`config.mk`:
```
export PLATFORM = sky130hd
export DESIGN_NAME = psdmp_mulmod
export DESIGN_NICKNAME = d
export VERILOG_FILES = /design/src/rtl/power_series_division_mod_prime_macros.svh /design/src/rtl/psdmp_pkg.sv /design/src/rtl/psdmp_mulmod.sv
export SDC_FILE = /design/constraint.sdc
export NUM_CORES = 2
export LEC_CHECK = 0
export ABC_AREA = 1
export BUFFER_PORTS_ARGS = -buffer_cell sky130_fd_sc_hd__buf_2
export CORE_UTILIZATION = 40
export DETAILED_ROUTE_END_ITERATION = 6
export RECOVER_POWER = 100
export SLEW_MARGIN = 20
export SYNTH_ARGS = -nofsm -noshare
export SYNTH_HDL_FRONTEND = slang
export SYNTH_SLANG_ARGS = --single-unit
```
`constraint.sdc`:
```
create_clock -name i_clk -period 10.3 [get_ports i_clk]
set_input_delay 1.545 -clock i_clk [delete_from_list [all_inputs] [get_ports i_clk]]
set_output_delay 1.545 -clock i_clk [all_outputs]
set_load 0.01 [all_outputs]
```
`src/rtl/power_series_division_mod_prime_macros.svh`:
```
// Assertion helpers, clocked on i_clk and disabled during reset.
`ifndef POWER_SERIES_DIVISION_MOD_PRIME_MACROS_SVH
`define POWER_SERIES_DIVISION_MOD_PRIME_MACROS_SVH

// Same-cycle implication.
`define PSDMP_ASSERT_SAME(lbl, ante, cons, msg) \
    lbl: assert property (@(posedge i_clk) disable iff (!i_rst_n) (ante) |-> (cons)) \
        else $error(msg);

// Next-cycle implication.
`define PSDMP_ASSERT_NEXT(lbl, ante, cons, msg) \
    lbl: assert property (@(posedge i_clk) disable iff (!i_rst_n) (ante) |=> (cons)) \
        else $error(msg);

`endif

```
`src/rtl/psdmp_pkg.sv`:
```
package psdmp_pkg;

    localparam int COEF_W = 30;

    localparam logic [COEF_W-1:0] MODULUS   = 30'd998244353;
    // -MODULUS^-1 mod 2^32
    localparam logic [31:0]       MONT_NINV = 32'h3B7F_FFFF;
    // 2^64 mod MODULUS, brings a Montgomery-scaled sum back to plain form
    localparam logic [COEF_W-1:0] MONT_R2   = 30'd932051910;

    typedef enum logic [2:0] {
        S_IDLE,
        S_ISSUE,
        S_DRAIN,
        S_FIX,
        S_FWAIT,
        S_DONE
    } t_state;

    typedef struct packed {
        logic vld;
        logic busy;
    } t_mm_status;

endpackage

```
`src/rtl/psdmp_mulmod.sv`:
```
// Pipelined Montgomery multiplier, R = 2^32: o_res = a*b*R^-1 mod MODULUS.
// Four stages, one operand pair per cycle.
module psdmp_mulmod (
    input  logic                          i_clk,
    input  logic                          i_rst_n,
    input  logic                          i_vld,
    input  logic [psdmp_pkg::COEF_W-1:0]  i_a,
    input  logic [psdmp_pkg::COEF_W-1:0]  i_b,
    output logic [psdmp_pkg::COEF_W-1:0]  o_res,
    output psdmp_pkg::t_mm_status         o_stat
);

    logic [3:0]  r_vld;
    logic [59:0] r_t1;
    logic [59:0] r_t2;
    logic [59:0] r_t3;
    logic [31:0] r_m;
    logic [61:0] r_mp;
    logic [psdmp_pkg::COEF_W-1:0] r_u;

    logic [59:0] n_t1;
    logic [31:0] n_m;
    logic [61:0] n_mp;
    logic [62:0] sum_w;
    logic [30:0] u_w;
    logic [psdmp_pkg::COEF_W-1:0] n_u;

    always_comb begin
        n_t1  = 60'(i_a) * 60'(i_b);
        n_m   = r_t1[31:0] * psdmp_pkg::MONT_NINV;
        n_mp  = 62'(r_m) * 62'(psdmp_pkg::MODULUS);
        sum_w = 63'(r_t3) + 63'(r_mp);
        u_w   = sum_w[62:32];
        if (u_w >= 31'(psdmp_pkg::MODULUS)) begin
            n_u = 30'(u_w - 31'(psdmp_pkg::MODULUS));
        end else begin
            n_u = u_w[29:0];
        end
    end

    always_ff @(posedge i_clk) begin
        if (!i_rst_n) begin
            r_vld <= '0;
        end else begin
            r_vld <= {r_vld[2:0], i_vld};
        end
        r_t1 <= n_t1;
        r_t2 <= r_t1;
        r_m  <= n_m;
        r_t3 <= r_t2;
        r_mp <= n_mp;
        r_u  <= n_u;
    end

    assign o_res       = r_u;
    assign o_stat.vld  = r_vld[3];
    assign o_stat.busy = |r_vld;

endmodule

```
==> reports/metrics.yaml <==
logic_synthesis:
  ys_seq_area_frac: 0.101
  syn-num-nets: 9540
  synth.largest_area_cell: "fa_1"
  netlist_area_um2: 60600
  synth_seq_cells: 306
  synthTopCellsByCount: "inv_1 (2,356), nand2_1 (1,878), fa_1 (1,161)"
  synth_area_leaders: "fa_1 (38%), inv_1 (15%), ha_1 (14%)"
  syn_avg_cell_area_um2: 7.93
  synth-edff-count: 0
  ys_warn_count: 0
  syn_inst: 7643
  synthArstFlopShare: 0
  synth_cell_types: 45
  synth_top_area_frac: 0.384
  post-synth-top-count-cell: "inv_1"
  synth_flop_cell: "dfxtp_1"
setup_path:
  path_buf_inv: 9
  timing.rr.end: "r_m[27]"
  r2r-start: "r_t1[0]"
  worstPathArrival_ps: 9940
  cpMostUsedCell: "fa_1"
  worst-r2r-setup-slack_ps: 2940
  path_max_fanout: 19
  critPathSlowestCell: "o21ai_0"
  crit_family: "adder cells"
  worstSetupStartpointType: "input pin"
  ff2ff_path_depth: 23
  path_class: "in2reg"
  critPathRequiredTime_ps: 10730
  critical_path.max_stage_delay_ps: 570
  crit_path_end_kind: "flop"
grt:
  grt_antenna_before_repair: 0
  grt_pass1_wl_um: 284000
  grt_max_degree: 53
  grt_use_total: 0.242
  overflow: 0
  grt_pass1_vias: 50200
run_status:
  run_status: "finished, violations left"
  violations: "max-capacitance violations, max-slew violations"
floorplanning:
  die_h_um: 391
  row_count: 142
  die_w_um: 391
  ios: 95
  die_area_um2: 153000
  initial_core_util: 0.404
  fp.coreArea_um2: 150000
cts:
  cts_sinks: 306
  cts.htree.levels: 2
  clk_path_buf_depth: 3
  hold_buffers: 0
  clock_tree.root_cell: "clkbuf_16"
  numCtsBuffers: 34
  clk_latency_ps: 560
  post_cts_buffers: 0
  cts_tree: "done"
  clk_pin_slew_worst_paths_ps: 60
  cts_resized: 0
sta:
  fin_crit_ps: 9510
  setup-violations-final: 0
  max_slew_margin: -0.330
  finalHoldViolCount: 0
  timing.hold.ws_ps: 325
  fmax_ghz: 0.105
  rsz0062_at_grt: "no"
  slew_viol_final: 84
  worstMarginPinSlew_ps: 2000
  finalCritPeriodShare: 0.923
  fin_setup_tns_ps: 0
  finClkSkew_ps: 27.8
cells_and_area:
  final_core_util: 0.428
  n_fill_cell: 15200
  fin_nets: 9527
  area_delta_synth_final_pct: 6.00
  drive_gt1_frac: 0.0266
route:
  wl_per_cell_um: 18.4
  route.detailed.drc: 0
  ant_nets: 0
  drt_first_iter_violations: 2883
  first_pass_iters: 6
  routed_wl_um: 178000
  viasPerCell: 4.82
  vias: 46600
place:
  port_buffers: 94
  dp_hpwl_um: 153000
  gp_congestion: 0.961
hold_path:
  holdCritStartpoint: "r_t2[15]"
  holdPathEnd: "r_t3[15]"
  hold_depth: 0
  worstHoldPathType: "reg2reg"
flow_run:
  drv_cap: 2
## cells by family after synthesis
logic type               share of synthesized area
buffers and inverters                        0.158
AND/OR/NAND/NOR                              0.158
adder cells (fa/ha/maj)                      0.522
AO/OA/AOI/OAI                               0.0358
flip-flops                                   0.101
XOR/XNOR                                    0.0247
## cell usage in the layout, fill, tap and decap left out, types with 41 or more instances in the layout
cell type     n
xor2_1       93
dfxtp_1     306
nand3_1     134
xnor2_1      75
fa_1       1161
ha_1        673
clkbuf_1     41
inv_1      2356
nor2_1      252
nand4_1      50
buf_2        60
o21ai_0     109
nand2_1    1879
a21oi_1     187
## state kept, by name, summed over array words and instances, names as in the netlist
name   count
o_res     30
r_t1      60
r_t3      59
r_vld      4
r_m       32
r_t2      59
r_mp      62
## routing by layer
layer,GRT usage,up-vias,share of wire
met5,0,-,0
met4,0.0724,0,0.034
met3,0.0271,271,0.060
met2,0.418,1439,0.48
met1,0.317,23000,0.43
li1,-,21900,-
## metrics by stage
step	area [um2]	cells	worst slack [ps]
finish	64200	9672	792
global route	64200	9671	607
CTS	64300	9671	908
detailed placement	63200	9610	332
global placement	63200	9610	300
floorplan	60600	7643	2440
## how the worst max path moves through the flow
| stage | cells after the start | start | endpoint |
|---|---|---|---|
| 2_1_floorplan | 26 | i_a[12] | r_t1[54] |
| 3_3_place_gp | 26 | i_a[9] | r_t1[35] |
| 3_5_place_dp | 26 | i_b[6] | r_t1[35] |
| 4_1_cts | 26 | i_b[6] | r_t1[35] |
| 5_1_grt | 27 | i_b[3] | r_t1[35] |
| 6_report | 27 | i_b[3] | r_t1[35] |
## layout make-up
class / count / area [um2] / area share
clock buffers: 40 / 903 / 0.0141
clock inverters: 21 / 234 / 0.00364
well taps: 2016 / 2520 / 0.0393
multi-input cells: 4789 / 44800 / 0.698
flip-flops and latches: 306 / 6130 / 0.0954
diodes: 1 / 2.50 / 0.0000390
inverters: 2362 / 8870 / 0.138
repair buffers: 137 / 736 / 0.0115
Power is not shown: default switching activity piles up to over one toggle a cycle in this logic, so the estimate is an artifact.
